File: src/hdl/framed_command_deframer_unit_macros.svh
// Assertion macros for the framed command deframer.
// Expects clk and rst_n in the scope of each use.
`ifndef FRAMED_COMMAND_DEFRAMER_UNIT_MACROS_SVH
`define FRAMED_COMMAND_DEFRAMER_UNIT_MACROS_SVH

// Condition implies consequence in the same cycle.
`define FCD_ASSERT_SAME(lbl, ant, con, msg) \
  lbl: assert property (@(posedge clk) disable iff (!rst_n) (ant) |-> (con)) else $error(msg);

// Condition implies consequence in the next cycle.
`define FCD_ASSERT_NEXT(lbl, ant, con, msg) \
  lbl: assert property (@(posedge clk) disable iff (!rst_n) (ant) |=> (con)) else $error(msg);

`endif

File: src/hdl/fcd_pkg.sv
// Shared constants and types for the framed command deframer.
// No dependencies.
package fcd_pkg;

  localparam int FRAME_LEN = 4;

  localparam logic [5:0] LAST_INDEX   = 6'(FRAME_LEN - 1);
  localparam logic [7:0] HEADER_BYTE  = 8'hA5;
  localparam logic [7:0] TRAILER_BYTE = 8'h5A;

  typedef enum logic [2:0] {
    PH_HUNT    = 3'b001,
    PH_BODY    = 3'b010,
    PH_TRAILER = 3'b100
  } fcd_phase_t;

  typedef struct packed {
    logic       hit;
    logic [7:0] speed;
    logic [7:0] turn;
  } fcd_result_t;

endpackage

File: src/hdl/fcd_input_stage.sv
// Input register for received bytes, with stall back to the sender.
// Depends on nothing but the take request formed at the top level.
module fcd_input_stage (
  input  logic       clk,
  input  logic       rst_n,
  input  logic       in_valid,
  output logic       in_stall,
  input  logic [7:0] in_rx_byte,
  input  logic       take,
  output logic       byte_valid,
  output logic [7:0] byte_data
);

  logic       valid_r;
  logic       valid_nxt;
  logic [7:0] data_r;
  logic       load;

  assign in_stall = valid_r && !take;
  assign load     = in_valid && !in_stall;

  always_comb begin
    valid_nxt = valid_r;
    if (load) begin
      valid_nxt = 1'b1;
    end else if (take) begin
      valid_nxt = 1'b0;
    end
  end

  always_ff @(posedge clk) begin
    if (!rst_n) begin
      valid_r <= 1'b0;
    end else begin
      valid_r <= valid_nxt;
    end
  end

  always_ff @(posedge clk) begin
    if (load) begin
      data_r <= in_rx_byte;
    end
  end

  assign byte_valid = valid_r;
  assign byte_data  = data_r;

endmodule

File: src/hdl/fcd_parser.sv
// Frame parser: header hunt, body capture, running sum and trailer check.
// Depends on fcd_pkg.
module fcd_parser (
  input  logic                clk,
  input  logic                rst_n,
  input  logic                take,
  input  logic [7:0]          rx_byte,
  output fcd_pkg::fcd_result_t result
);
  import fcd_pkg::*;

  fcd_phase_t phase_r;
  fcd_phase_t phase_nxt;
  logic [5:0] count_r;
  logic [5:0] count_nxt;
  logic [7:0] sum_r;
  logic [7:0] sum_nxt;
  logic [7:0] first_r;
  logic [7:0] second_r;
  logic [7:0] last_r;
  logic       wr_first;
  logic       wr_second;
  logic       wr_last;
  logic       hit;

  always_comb begin
    phase_nxt = phase_r;
    count_nxt = count_r;
    sum_nxt   = sum_r;
    wr_first  = 1'b0;
    wr_second = 1'b0;
    wr_last   = 1'b0;
    hit       = 1'b0;
    case (phase_r)
      PH_BODY: begin
        wr_first  = (count_r == 6'd0);
        wr_second = (count_r == 6'd1);
        count_nxt = count_r + 6'd1;
        if (count_r < LAST_INDEX) begin
          sum_nxt = sum_r + rx_byte;
        end else begin
          wr_last   = 1'b1;
          phase_nxt = PH_TRAILER;
        end
      end
      PH_TRAILER: begin
        hit       = (rx_byte == TRAILER_BYTE) && (sum_r == last_r);
        phase_nxt = PH_HUNT;
      end
      default: begin
        if (rx_byte == HEADER_BYTE) begin
          count_nxt = 6'd0;
          sum_nxt   = 8'd0;
          phase_nxt = PH_BODY;
        end else begin
          phase_nxt = PH_HUNT;
        end
      end
    endcase
  end

  always_ff @(posedge clk) begin
    if (!rst_n) begin
      phase_r <= PH_HUNT;
      count_r <= 6'd0;
      sum_r   <= 8'd0;
    end else if (take) begin
      phase_r <= phase_nxt;
      count_r <= count_nxt;
      sum_r   <= sum_nxt;
    end
  end

  always_ff @(posedge clk) begin
    if (take && wr_first) begin
      first_r <= rx_byte;
    end
    if (take && wr_second) begin
      second_r <= rx_byte;
    end
    if (take && wr_last) begin
      last_r <= rx_byte;
    end
  end

  assign result.hit   = take && hit;
  assign result.speed = first_r;
  assign result.turn  = second_r;

endmodule

File: src/hdl/fcd_output_stage.sv
// Result register for decoded commands, with stall from the receiver.
// Depends on fcd_pkg.
module fcd_output_stage (
  input  logic                clk,
  input  logic                rst_n,
  input  fcd_pkg::fcd_result_t result,
  output logic                room,
  output logic                out_valid,
  input  logic                out_stall,
  output logic [7:0]          out_speed_command,
  output logic [7:0]          out_turn_command
);
  import fcd_pkg::*;

  logic       valid_r;
  logic       valid_nxt;
  logic [7:0] speed_r;
  logic [7:0] turn_r;

  assign room = !valid_r || !out_stall;

  always_comb begin
    valid_nxt = valid_r;
    if (result.hit) begin
      valid_nxt = 1'b1;
    end else if (!out_stall) begin
      valid_nxt = 1'b0;
    end
  end

  always_ff @(posedge clk) begin
    if (!rst_n) begin
      valid_r <= 1'b0;
    end else begin
      valid_r <= valid_nxt;
    end
  end

  always_ff @(posedge clk) begin
    if (result.hit) begin
      speed_r <= result.speed;
      turn_r  <= result.turn;
    end
  end

  assign out_valid         = valid_r;
  assign out_speed_command = speed_r;
  assign out_turn_command  = turn_r;

endmodule

File: src/hdl/framed_command_deframer_unit.sv
// Framed command deframer top level: input register, parser, result register.
// Depends on fcd_pkg, fcd_input_stage, fcd_parser, fcd_output_stage and the macros header.
//
// Takes one serial byte per transaction and emits a speed/turn command pair for
// every frame of header 0xA5, FRAME_LEN body bytes and trailer 0x5A whose last
// body byte equals the 8-bit sum of the others; bad frames vanish silently.
// One byte is taken every cycle while the input register holds one and the result
// side is not stalling. A command is loaded into the result register by the edge
// that accepts its trailer byte, so each trailer byte passes through the input
// register and then the result register before its command is presented; a
// stalled result holds back the parser, which then holds its input register.
`include "framed_command_deframer_unit_macros.svh"

module framed_command_deframer_unit (
  input  logic       clk,
  input  logic       rst_n,
  input  logic       in_valid,
  output logic       in_stall,
  input  logic [7:0] in_rx_byte,
  output logic       out_valid,
  input  logic       out_stall,
  output logic [7:0] out_speed_command,
  output logic [7:0] out_turn_command
);
  import fcd_pkg::*;

  logic        byte_valid;
  logic [7:0]  byte_data;
  logic        room;
  logic        take;
  fcd_result_t result;

  assign take = byte_valid && room;

  fcd_input_stage u_input (
    .clk        (clk),
    .rst_n      (rst_n),
    .in_valid   (in_valid),
    .in_stall   (in_stall),
    .in_rx_byte (in_rx_byte),
    .take       (take),
    .byte_valid (byte_valid),
    .byte_data  (byte_data)
  );

  fcd_parser u_parser (
    .clk     (clk),
    .rst_n   (rst_n),
    .take    (take),
    .rx_byte (byte_data),
    .result  (result)
  );

  fcd_output_stage u_output (
    .clk               (clk),
    .rst_n             (rst_n),
    .result            (result),
    .room              (room),
    .out_valid         (out_valid),
    .out_stall         (out_stall),
    .out_speed_command (out_speed_command),
    .out_turn_command  (out_turn_command)
  );

  `FCD_ASSERT_SAME(a_stall_needs_byte, in_stall, byte_valid, "stall with empty input register")
  `FCD_ASSERT_SAME(a_hit_needs_room, result.hit, room && byte_valid, "result without room")
  `FCD_ASSERT_NEXT(a_hit_loads, result.hit, out_valid && (out_speed_command == $past(result.speed)) && (out_turn_command == $past(result.turn)), "result not loaded")

endmodule
File: config.mk
export PLATFORM = sky130hd
export DESIGN_NAME = framed_command_deframer_unit
export DESIGN_NICKNAME = d
export VERILOG_FILES = /design/src/hdl/fcd_pkg.sv /design/src/hdl/fcd_input_stage.sv /design/src/hdl/fcd_parser.sv /design/src/hdl/fcd_output_stage.sv /design/src/hdl/framed_command_deframer_unit.sv
export VERILOG_INCLUDE_DIRS = /design/src /design/src/hdl
export SDC_FILE = /design/constraint.sdc
export NUM_CORES = 1
export LEC_CHECK = 0
export BUFFER_PORTS_ARGS = -buffer_cell sky130_fd_sc_hd__buf_2
export CORE_ASPECT_RATIO = 0.7
export CORE_MARGIN = 2
export CORE_UTILIZATION = 52
export CTS_CLUSTER_SIZE = 20
export DETAILED_ROUTE_END_ITERATION = 6
export GPL_TIMING_DRIVEN = 1
export HOLD_SLACK_MARGIN = 0.15
export PLACE_DENSITY = 0.73
export RECOVER_POWER = 25
export REMOVE_ABC_BUFFERS = 1
export SLEW_MARGIN = 25
export SYNTH_ARGS = -nofsm -noshare
export SYNTH_HDL_FRONTEND = slang
export SYNTH_SLANG_ARGS = --single-unit
File: constraint.sdc
create_clock -name clk -period 2.5 [get_ports clk]
set_clock_uncertainty 0.15 [all_clocks]
set_input_delay 0.5 -clock clk [delete_from_list [all_inputs] [get_ports clk]]
set_output_delay 0.5 -clock clk [all_outputs]
set_load 0.02 [all_outputs]
; ---- Yosys cells after proc, flatten, opt, wreduce, memory -nomap -nowiden
; Index checks and enable logic that the tools add are counted.
[totals]
reg_bits = 67
wordCells = 60
[classes]
add_sub_neg = 2
order_cmp = 1
n_eq_ne = 9
mux = 17
n_bitwise = 1
n_reduce_logical = 19
[op_table]
columns = cell, count
row1 = $mux W8, 2
row2 = $pmux W8 S2, 1
row3 = $pmux W6 S2, 1
row4 = $mux W1, 9
row5 = $add A8 B8 Y8, 1
row6 = $eq A8 B7 Y1 const B, 1
row7 = $eq A8 B8 Y1, 1
row8 = $eq A8 B8 Y1 const B, 1
row9 = $logic_and A1 B1 Y1, 8
row10 = $add A6 B1 Y6 const B, 1
row11 = $eq A6 B1 Y1 const B, 1
row12 = $logic_not A6 Y1, 1
row13 = $lt A6 B2 Y1 const B, 1
row14 = $mux W6, 1
row15 = $pmux W3 S2, 1
row16 = $logic_not A1 Y1, 4
row17 = $ne A2 B1 Y1 const B, 2
row18 = $reduce_and A4 Y1, 1
row19 = $reduce_bool A2 Y1, 2
row20 = $eq A3 B2 Y1 const B, 1
row21 = $eq A3 B3 Y1 const B, 1
row22 = $mux W3, 1
row23 = $reduce_and A3 Y1, 1
row24 = $mux W2, 1
row25 = other kinds (4), 4

; ---- Depth between registers and ports, before layout
; Gate-level depths: netlist of the first run.
[logic_depth]
depth_word = 8
depth_mapped = 7
mapped_depth_nobuf = 7

; ---- By module
; A second synthesis of the first run with hierarchy kept.
[hier_totals]
cells_unflattened = 205
area_unflattened_um2 = 2775.2
[modules_own_cells]
columns = mod, instances, cells_each, area_per_inst_um2, seq_area_each_um2
row1 = fcd_parser, 1, 172, 1965.6, 1061.0
row2 = fcd_output_stage, 1, 20, 515.5, 500.5
row3 = fcd_input_stage, 1, 12, 287.8, 260.2
row4 = framed_command_deframer_unit, 1, 1, 6.3, 0.0

; ---- Worst setup path before layout of the first run
; No wires, ideal clock.
[synth_path]
kind = register to register
from = register u_parser.phase_r[2]
to = register u_output.speed_r[0] (netlist: u_output.out_speed_command[0]), enable pin
setup_ns = 0.412
arrival_ns = 2.080
required_ns = 1.938
slack_ns = -0.142
path_stages_with_launch = 4
path_buffers = 0
cell_sequence = dfxtp_1 > nor3b_1 > nand4_1 > nor3_1
[synth_rtl]
columns = item, line
row1 = start: declaration, fcd_parser.sv:12  ; fcd_phase_t phase_r;
row2 = start signal: assignment, fcd_parser.sv:68  ; phase_r <= phase_nxt;
row3 = end signal: assignment, fcd_output_stage.sv:41  ; speed_r <= result.speed;
row4 = end: declaration, fcd_output_stage.sv:17  ; logic [7:0] speed_r;

; ---- Worst setup path after layout of the first run
[layout_path]
from = register u_input.data_r[1] (netlist: u_input.byte_data[1])
to = register u_parser.sum_r[7]
[layout_via]
elab_chain_cells = 3
[layout_rtl]
columns = item, line
row1 = start: declaration, fcd_input_stage.sv:16  ; logic [7:0] data_r;
row2 = start signal: assignment, fcd_input_stage.sv:41  ; data_r <= in_rx_byte;
row3 = $add A8 B8 Y8 or $eq A8 B8 Y1 (tied branches), "fcd_parser.sv:40, fcd_parser.sv:51"
row4 = $mux W8 or $reduce_bool A2 Y1 (tied branches), -
row5 = $pmux W8 S2 or $reduce_and A4 Y1 (tied branches), -
row6 = end signal: assignment, fcd_parser.sv:70  ; sum_r <= sum_nxt;
row7 = end: declaration, fcd_parser.sv:16  ; logic [7:0] sum_r;
; Parallel ways exist; a longest one is shown, timed or not. The select of a mux whose other input is x is not followed.
; A chain may end at the register's enable or synchronous reset.

==> load_flow_metrics.sql, run 1 <==
INSERT INTO impl_metrics (metric_group, metric, value, unit) VALUES
('outcome', 'outcome', 'completed', ''),
('power', 'p_comb_share', '3.1', '%'),
('place', 'placement.io_buffers', '29', ''),
('timing', 'worst_setup_slack_after_layout', '185.9', 'ps'),
('die', 'core.rowCount', '22', ''),
('die', 'io-pin-count', '30', ''),
('final_layout', 'area_growth_syn_to_layout', '17.30', '%'),
('run', 'max_cap_violations', '0', ''),
('drt', 'route.detailed.wl_per_inst', '15.50', 'um'),
('timing', 'worst_max_slew_pin_slew', '619.6', 'ps'),
('clocking', 'cts_buffers', '9', ''),
('power', 'power_report.internal_total', '0.001694', 'W'),
('worst_setup_path', 'start_kind', 'flop', ''),
('drt', 'vias', '1699', ''),
('synth', 'yosys_register_bits', '67', ''),
('synth', 'synth-edff-count', '48', ''),
('clocking', 'cts_setup_buffers', '0', ''),
('place', 'place_congestion', '0.8482', ''),
('timing', 'finalCritPeriodShare', '92.56', '%'),
('synth', 'syn-cell-area', '2784', 'sq um'),
('synth', 'yosysMostFrequentCell', 'edfxtp_1', ''),
('timing', 'fin_tns_setup', '0', 'ps'),
('grt', 'globalRoute.totalOverflow', '0', ''),
('synth', 'syn-instance-count', '196', ''),
('grt', 'grt_max_degree', '17', ''),
('clocking', 'postCtsHoldBufs', '0', ''),
('clocking', 'tritoncts', 'yes', ''),
('die', 'initial_core_util', '53.51', '%'),
('grt', 'antenna_found_initial', '0', ''),
('synth', 'top_post_synthesis_cells_by_area', 'edfxtp_1, dfxtp_1, ha_1', ''),
('place', 'place_worst_setup_slack', '219.3', 'ps'),
('die', 'core_region_area', '5202', 'sq um'),
('final_layout', 'drive_gt1_share', '24.59', '%'),
('power', 'power.switching', '0.0004734', 'W'),
('worst_setup_path', 'critPathCaptureType', 'flop', ''),
('timing', 'timing_max_transition_violations_final', '0', ''),
('power', 'switching_share', '21.84', '%'),
('drt', 'firstDrtPassIters', '4', ''),
('timing', 'max_clock_freq', '432.1', 'MHz'),
('synth', 'synth_ff_type', 'edfxtp_1', ''),
('die', 'die_h', '65.22', 'um'),
('drt', 'finalWirelength', '4.899', 'mm'),
('worst_setup_path', 'timing.critical_path.arrival', '2410', 'ps'),
('power', 'seq_power_share', '56.1', '%'),
('worst_setup_path', 'timing.setup.critical_path_class', 'flop to flop', ''),
('synth', 'synth.yosys.seq_area_share', '65.44', '%'),
('clocking', 'clkSlewWorstSetupHoldPaths', '80', 'ps'),
('clocking', 'cts_max_level', '3', ''),
('timing', 'rsz0062_at_grt', 'no', ''),
('power', 'power_density', '663.7', 'nW/um^2'),
('drt', 'initialDrtViolationCount', '143', ''),
('timing', 'setup_viol', '0', ''),
('place', 'detailedPlacementHpwl', '3.518', 'mm'),
('grt', 'first_pass_grt_wire_length', '8.052', 'mm'),
('clocking', 'insertion_delay', '350', 'ps'),
('timing', 'final_hold_violation_count', '0', ''),
('die', 'dieWidth', '91.46', 'um'),
('die', 'die_area', '5964', 'sq um'),
('power', 'max-vdd-ir-drop', '263.9', 'uV'),
('synth', 'top_area_cell_type_share_of_the_netlist_area', '51.78', '%'),
('final_layout', 'design_area', '3266', 'sq um'),
('final_layout', 'num-nets-final', '262', ''),
('synth', 'synth_cell_type_count', '47', ''),
('drt', 'drcViolationCount', '0', ''),
('final_layout', 'layout.core_utilization', '62.77', '%'),
('grt', 'first_global_vias', '1655', ''),
('power', 'clock_power_share', '40.8', '%'),
('worst_setup_path', 'critical_path.max_fanout', '7', ''),
('clocking', 'ctsRootBufferMaster', 'clkbuf_8', ''),
('worst_setup_path', 'required_worst_endpoint', '2600', 'ps'),
('clocking', 'clock_net_sink_count', '67', ''),
('synth', 'yosysTopAreaCell', 'edfxtp_1', ''),
('timing', 'post-route-min-period', '2314', 'ps'),
('grt', 'track_usage', '18.58', '%'),
('synth', 'warnings_synthesis', '0', ''),
('min_path', 'worst_hold_path_type', 'input port to flop', ''),
('synth', 'post_synth_most_frequent_cells', 'edfxtp_1, dfxtp_1, xnor2_1', ''),
('clocking', 'cts-resized-gates', '0', ''),
('final_layout', 'num_antenna_cells', '0', ''),
('synth', 'ys_async_sr_fraction', '0', '%'),
('clocking', 'cts_buffer_depth', '2', ''),
('power', 'power_leakage', '1.195', 'nW'),
('drt', 'drt-vias-per-instance', '5.377', ''),
('place', 'dpl-instance-area', '3065', 'sq um'),
('drt', 'route.antenna.remaining_nets', '0', ''),
('synth', 'synth_area_per_cell', '14.20', 'sq um'),
('timing', 'timing.max_slew.rel_slack', '58.60', '%');
metrics by stage:
| step | instances | total power [W] | hold WS, ps |
|---|---|---|---|
| global placement | 300 | 0.001306 | 250.5 |
| floorplan | 192 | 0.001270 | 250.3 |
| detailed placement | 300 | 0.001307 | 254.5 |
| finish | 316 | 0.002167 | 176.4 |
| CTS | 316 | 0.002187 | 163.6 |
| global route | 316 | 0.002246 | 159.2 |
state kept, by name, indices dropped and copies added (netlist names), 3 cells and up:
signal                      cells
u_input.byte_data               8
u_output.out_speed_command      8
u_output.out_turn_command       8
u_parser.count_r                6
u_parser.first_r                8
u_parser.last_r                 8
u_parser.phase_r                3
u_parser.second_r               8
u_parser.sum_r                  8
logic make-up (layout without fill, tap and decap cells):
| logic type | count (synthesis) | count (layout) | share of synthesized area (%) |
|---|---|---|---|
| buffers and inverters | 10 | 58 | 1.663 |
| DFF | 67 | 67 | 65.44 |
| xor gates and xnor gates | 16 | 16 | 5.034 |
| AOI/OAI and AO/OA | 39 | 39 | 10.43 |
| and+or+nand+nor | 53 | 53 | 12.22 |
| adders and majority gates | 11 | 11 | 5.214 |
routing by layer:
metal / GRT usage [%] / share of wire, % / vias up
met5: 0 / 0 / -
met4: 10.80 / 2.0 / 0
met3: 6.995 / 5.6 / 7
met2: 26.38 / 43 / 46
met1: 24.49 / 49 / 808
li1: - / - / 838
power groups by stage:
stage	sequential [W]	clock [W]	combinational, W
6_report	0.00122	0.000885	0.0000675
2_1_floorplan	0.00123	0	0.0000353
5_1_grt	0.00122	0.000954	0.0000750
4_1_cts	0.00122	0.000904	0.0000676
3_5_place_dp	0.00124	0	0.0000667
3_3_place_gp	0.00124	0	0.0000665
layout make-up:
class	count	area, sq um
multi-input cells	119	920.9
clock inverters	7	76.32
flip-flops and latches	67	1822
clock buffers	9	123.9
fillers	386	1937
repair buffers	36	210.2
inverters	6	22.52
well taps	72	90.09
path summary, 6_finish.rpt:
path,from,endpoint,slack [ps],cells after the start
max,u_input.byte_data[1]$_DFFE_PP_,u_parser.sum_r[7]$_SDFFE_PN0P_,190,6
min reg2reg,u_parser.second_r[2]$_DFFE_PP_,u_output.out_turn_command[2]$_DFFE_PP_,260,0
max reg2reg,u_input.byte_data[1]$_DFFE_PP_,u_parser.sum_r[7]$_SDFFE_PN0P_,190,6
min,in_rx_byte[6],u_input.byte_data[6]$_DFFE_PP_,180,1
cell usage in the layout (no fill, tap or decap), drive strengths merged, types with 6 or more instances in the layout:
master,synthesis,final
buf,2,36
clkbuf,2,9
dfxtp,19,19
edfxtp,48,48
ha,10,10
inv,6,7
nand3,7,7
nor2,7,7
nor3,6,6
o21ai,10,10
xnor2,14,14
worst max-delay path, stage by stage (launching register included):
cell and delay (ps):
edfxtp_1 520, ha_1 360, a211o_1 320, a211oi_1 250, o211ai_1 130, and4_1 220, a211o_1 260
No activity file was read; power rests on OpenSTA's default activity.
==> inputs of run 2 (changes only) <==
Settings changed: CORE_UTILIZATION 52 to 57, PLACE_DENSITY 0.73 to 0.76.
Clock period 2.5 ns to 2.23 ns, I/O delays scaled along.
==> run 2 against run 1 <==
  * Worst hold slack gained 7.0 ps
  * Global-route usage grew 3.2 points
  * Combinational power grew 57%
  * Critical path depth is the same
  * Clock power shrank 1%
  * Non-clock buffer count grew 21
  * Largest cell class unchanged
  * Largest power group unchanged
  * Sequential power grew 11%
  * Maximum frequency grew 7.2%
  * Cell count grew 1.9%
  * Cell area grew 5.6%
  * Die area shrank 8.3%
  * Worst setup slack lost 110 ps
  * Critical path type unchanged
==> load_flow_metrics.sql, run 2 (synthesis gave the netlist of run 1 again) <==
INSERT INTO impl_metrics (metric_group, metric, value, unit) VALUES
('grt', 'gr-usage-met3', '7.662', '%'),
('grt', 'grt_max_degree', '17', ''),
('grt', 'first_pass_grt_wire_length', '8.549', 'mm'),
('worst_setup_path', 'timing.setup.critical_path_class', 'flop to flop', ''),
('final_layout', 'area.sequential', '1822', 'sq um'),
('grt', 'track_usage', '21.80', '%'),
('min_path', 'holdPathEnd', 'u_input.byte_valid$_SDFFE_PN0P_', ''),
('drt', 'vias', '1801', ''),
('drt', 'initialDrtViolationCount', '90', ''),
('worst_setup_path', 'crit_family', 'compound AO/OA/AOI/OAI gates', ''),
('place', 'place_congestion', '0.8663', ''),
('grt', 'grt.met2_usage', '31.25', '%'),
('final_layout', 'num_antenna_cells', '0', ''),
('worst_setup_path', 'critical_path.max_fanout', '6', ''),
('clocking', 'cts_buffers', '9', ''),
('grt', 'globalRoute.busiestLayer', 'met2', ''),
('worst_setup_path', 'reg2reg_slack', '70', 'ps'),
('timing', 'timing_max_transition_violations_final', '0', ''),
('place', 'dpl-instance-area', '3127', 'sq um'),
('drt', 'firstDrtPassIters', '4', ''),
('power', 'power_leakage', '1.282', 'nW'),
('final_layout', 'area_growth_syn_to_layout', '23.91', '%'),
('worst_setup_path', 'critPathCaptureType', 'flop', ''),
('power', 'clock_power_share', '37.4', '%'),
('final_layout', 'filler_cell_count', '313', ''),
('clocking', 'cts_buffer_depth', '2', ''),
('timing', 'setup_viol', '0', ''),
('die', 'dieWidth', '87.53', 'um'),
('final_layout', 'design_area', '3450', 'sq um'),
('clocking', 'cts_max_level', '3', ''),
('grt', 'globalRoute.totalOverflow', '0', ''),
('clocking', 'tritoncts', 'yes', ''),
('place', 'detailedPlacementHpwl', '3.766', 'mm'),
('power', 'power_density', '679.8', 'nW/um^2'),
('run', 'max_cap_violations', '0', ''),
('final_layout', 'layout_common_cells', 'edfxtp_1, buf_2, dfxtp_1', ''),
('power', 'seq_power_share', '58.1', '%'),
('timing', 'worst_max_slew_pin_slew', '609.8', 'ps'),
('die', 'die_area', '5468', 'sq um'),
('power', 'max-vdd-ir-drop', '377.4', 'uV'),
('clocking', 'clkSlewWorstSetupHoldPaths', '70', 'ps'),
('timing', 'max_clock_freq', '463.4', 'MHz'),
('drt', 'finalWirelength', '5.463', 'mm'),
('worst_setup_path', 'worstPathCellList', 'ha_1 -> o211a_1 -> nand2_1 -> a221o_1 -> and4_1 -> a211o_1', ''),
('worst_setup_path', 'reg2reg_to', 'u_parser.sum_r[7]$_SDFFE_PN0P_', ''),
('final_layout', 'multiInputGateArea', '964.7', 'sq um'),
('grt', 'gr_met1_demand_resource', '30.23', '%'),
('die', 'die_h', '62.47', 'um'),
('timing', 'finalCritPeriodShare', '96.77', '%'),
('outcome', 'outcome', 'completed', ''),
('timing', 'post-route-min-period', '2158', 'ps'),
('power', 'finalPower', '0.002345', 'W'),
('power', 'power.switching', '0.0005390', 'W'),
('drt', 'route.antenna.remaining_nets', '0', ''),
('final_layout', 'layout.cells.most_common', 'edfxtp_1', ''),
('clocking', 'insertion_delay', '340', 'ps'),
('drt', 'drcViolationCount', '0', ''),
('worst_setup_path', 'timing.critical_path.arrival', '2240', 'ps'),
('worst_setup_path', 'critical-path-max-stage-delay', '500', 'ps'),
('die', 'core.rowCount', '21', ''),
('worst_setup_path', 'crit_path_buf_inv_count', '0', ''),
('final_layout', 'drive_gt1_share', '29.06', '%'),
('die', 'core_region_area', '4730', 'sq um'),
('worst_setup_path', 'start_kind', 'flop', ''),
('die', 'io-pin-count', '30', ''),
('grt', 'first_global_vias', '1724', ''),
('grt', 'antenna_found_initial', '0', ''),
('worst_setup_path', 'crit-reg2reg-launch', 'u_input.byte_data[3]$_DFFE_PP_', ''),
('clocking', 'clock_net_sink_count', '67', ''),
('place', 'placement.io_buffers', '29', ''),
('final_layout', 'num-nets-final', '283', ''),
('timing', 'final_hold_violation_count', '0', ''),
('drt', 'drt-vias-per-instance', '5.593', ''),
('worst_setup_path', 'required_worst_endpoint', '2310', 'ps'),
('worst_setup_path', 'slowest_stage', 'edfxtp_1', ''),
('die', 'initial_core_util', '58.86', '%'),
('power', 'power_report.internal_total', '0.001806', 'W'),
('power', 'switching_share', '22.98', '%'),
('drt', 'route.detailed.wl_per_inst', '16.97', 'um'),
('worst_setup_path', 'timing.reg2reg.worst_path_depth', '6', ''),
('min_path', 'hold_path_startpoint', 'in_valid', ''),
('clocking', 'ctsRootBufferMaster', 'clkbuf_8', ''),
('power', 'p_comb_share', '4.5', '%'),
('min_path', 'worst_hold_path_type', 'input port to flop', ''),
('min_path', 'worst_hold_path.num_cells', '2', ''),
('timing', 'timing.max_slew.rel_slack', '59.26', '%');
run 2: cell types whose count changed in the layout (fill, tap and decap cells not counted), moves of 2 or more:
cell           delta
a211oi_1          -2
ha_4              +2
clkbuf_1          +2
ha_1              -2
buf_4            +10
a211oi_2          +2
dlygate4sd3_1     +8
run 2: how the worst max path moves through the flow:
stage	from	depth (start not counted)	slack [ps]	to
after global placement	u_input.byte_data[0]$_DFFE_PP_	7	90	u_parser.sum_r[6]$_SDFFE_PN0P_
final	u_input.byte_data[3]$_DFFE_PP_	6	70	u_parser.sum_r[7]$_SDFFE_PN0P_
after detailed placement	u_input.byte_data[1]$_DFFE_PP_	6	2	u_parser.sum_r[7]$_SDFFE_PN0P_
after floorplan	u_parser.phase_r[2]$_SDFFE_PN0P_	3	-410	u_output.out_speed_command[0]$_DFFE_PP_
after CTS	u_input.byte_data[1]$_DFFE_PP_	6	9	u_parser.sum_r[7]$_SDFFE_PN0P_
after global routing	u_input.byte_data[1]$_DFFE_PP_	6	-20	u_parser.count_r[5]$_SDFFE_PN0P_
run 2: metal layers:
metal	up-vias	share of wire, %
met5	-	0
met4	0	1.7
met3	11	5.5
met2	52	46
met1	860	47
li1	878	-
run 2: final cells by class:
cell class / instances / area share (%)
clock buffers: 9 / 3.591
clock inverters: 7 / 1.523
inverters: 6 / 0.6529
multi-input cells: 119 / 27.97
flip-flops and latches: 67 / 52.81
well taps: 57 / 2.067
repair buffers: 57 / 11.39
run 2: power groups by stage:
stage	clock [W]	sequential [W]	combinational, W
global placement	0	0.00139	0.0000836
CTS	0.000894	0.00136	0.0000959
global route	0.000939	0.00136	0.000115
floorplan	0	0.00138	0.0000395
finish	0.000876	0.00136	0.000106
detailed placement	0	0.00139	0.0000838
run 2: worst reg2reg max path: stages (launching register included):
cell and delay, ps:
edfxtp_1 500, ha_1 360, o211a_1 180, nand2_1 80, a221o_1 320, and4_1 200, a211o_1 270
run 2: what timing repair did:
action / CTS / global route
endpoints found under the hold margin: 8 / 0
hold buffers: 8 / 0
endpoints found under the setup margin: 0 / 2
setup buffers: 0 / 4
gates resized for setup: 0 / 6
run 2: stage by stage:
step                      TNS [ps]  cells  util [%]  worst slack, ps  hold slack (ps)
final                            0    322     72.94            71.95            183.5
after global placement           0    294     66.11            87.55            254.7
after CTS                        0    318     71.53            8.541            166.9
after global routing        -63.35    322     72.94           -23.51            197.7
after detailed placement         0    294     66.11            2.237            254.5
after floorplan              -6856    192         -           -411.6            250.3
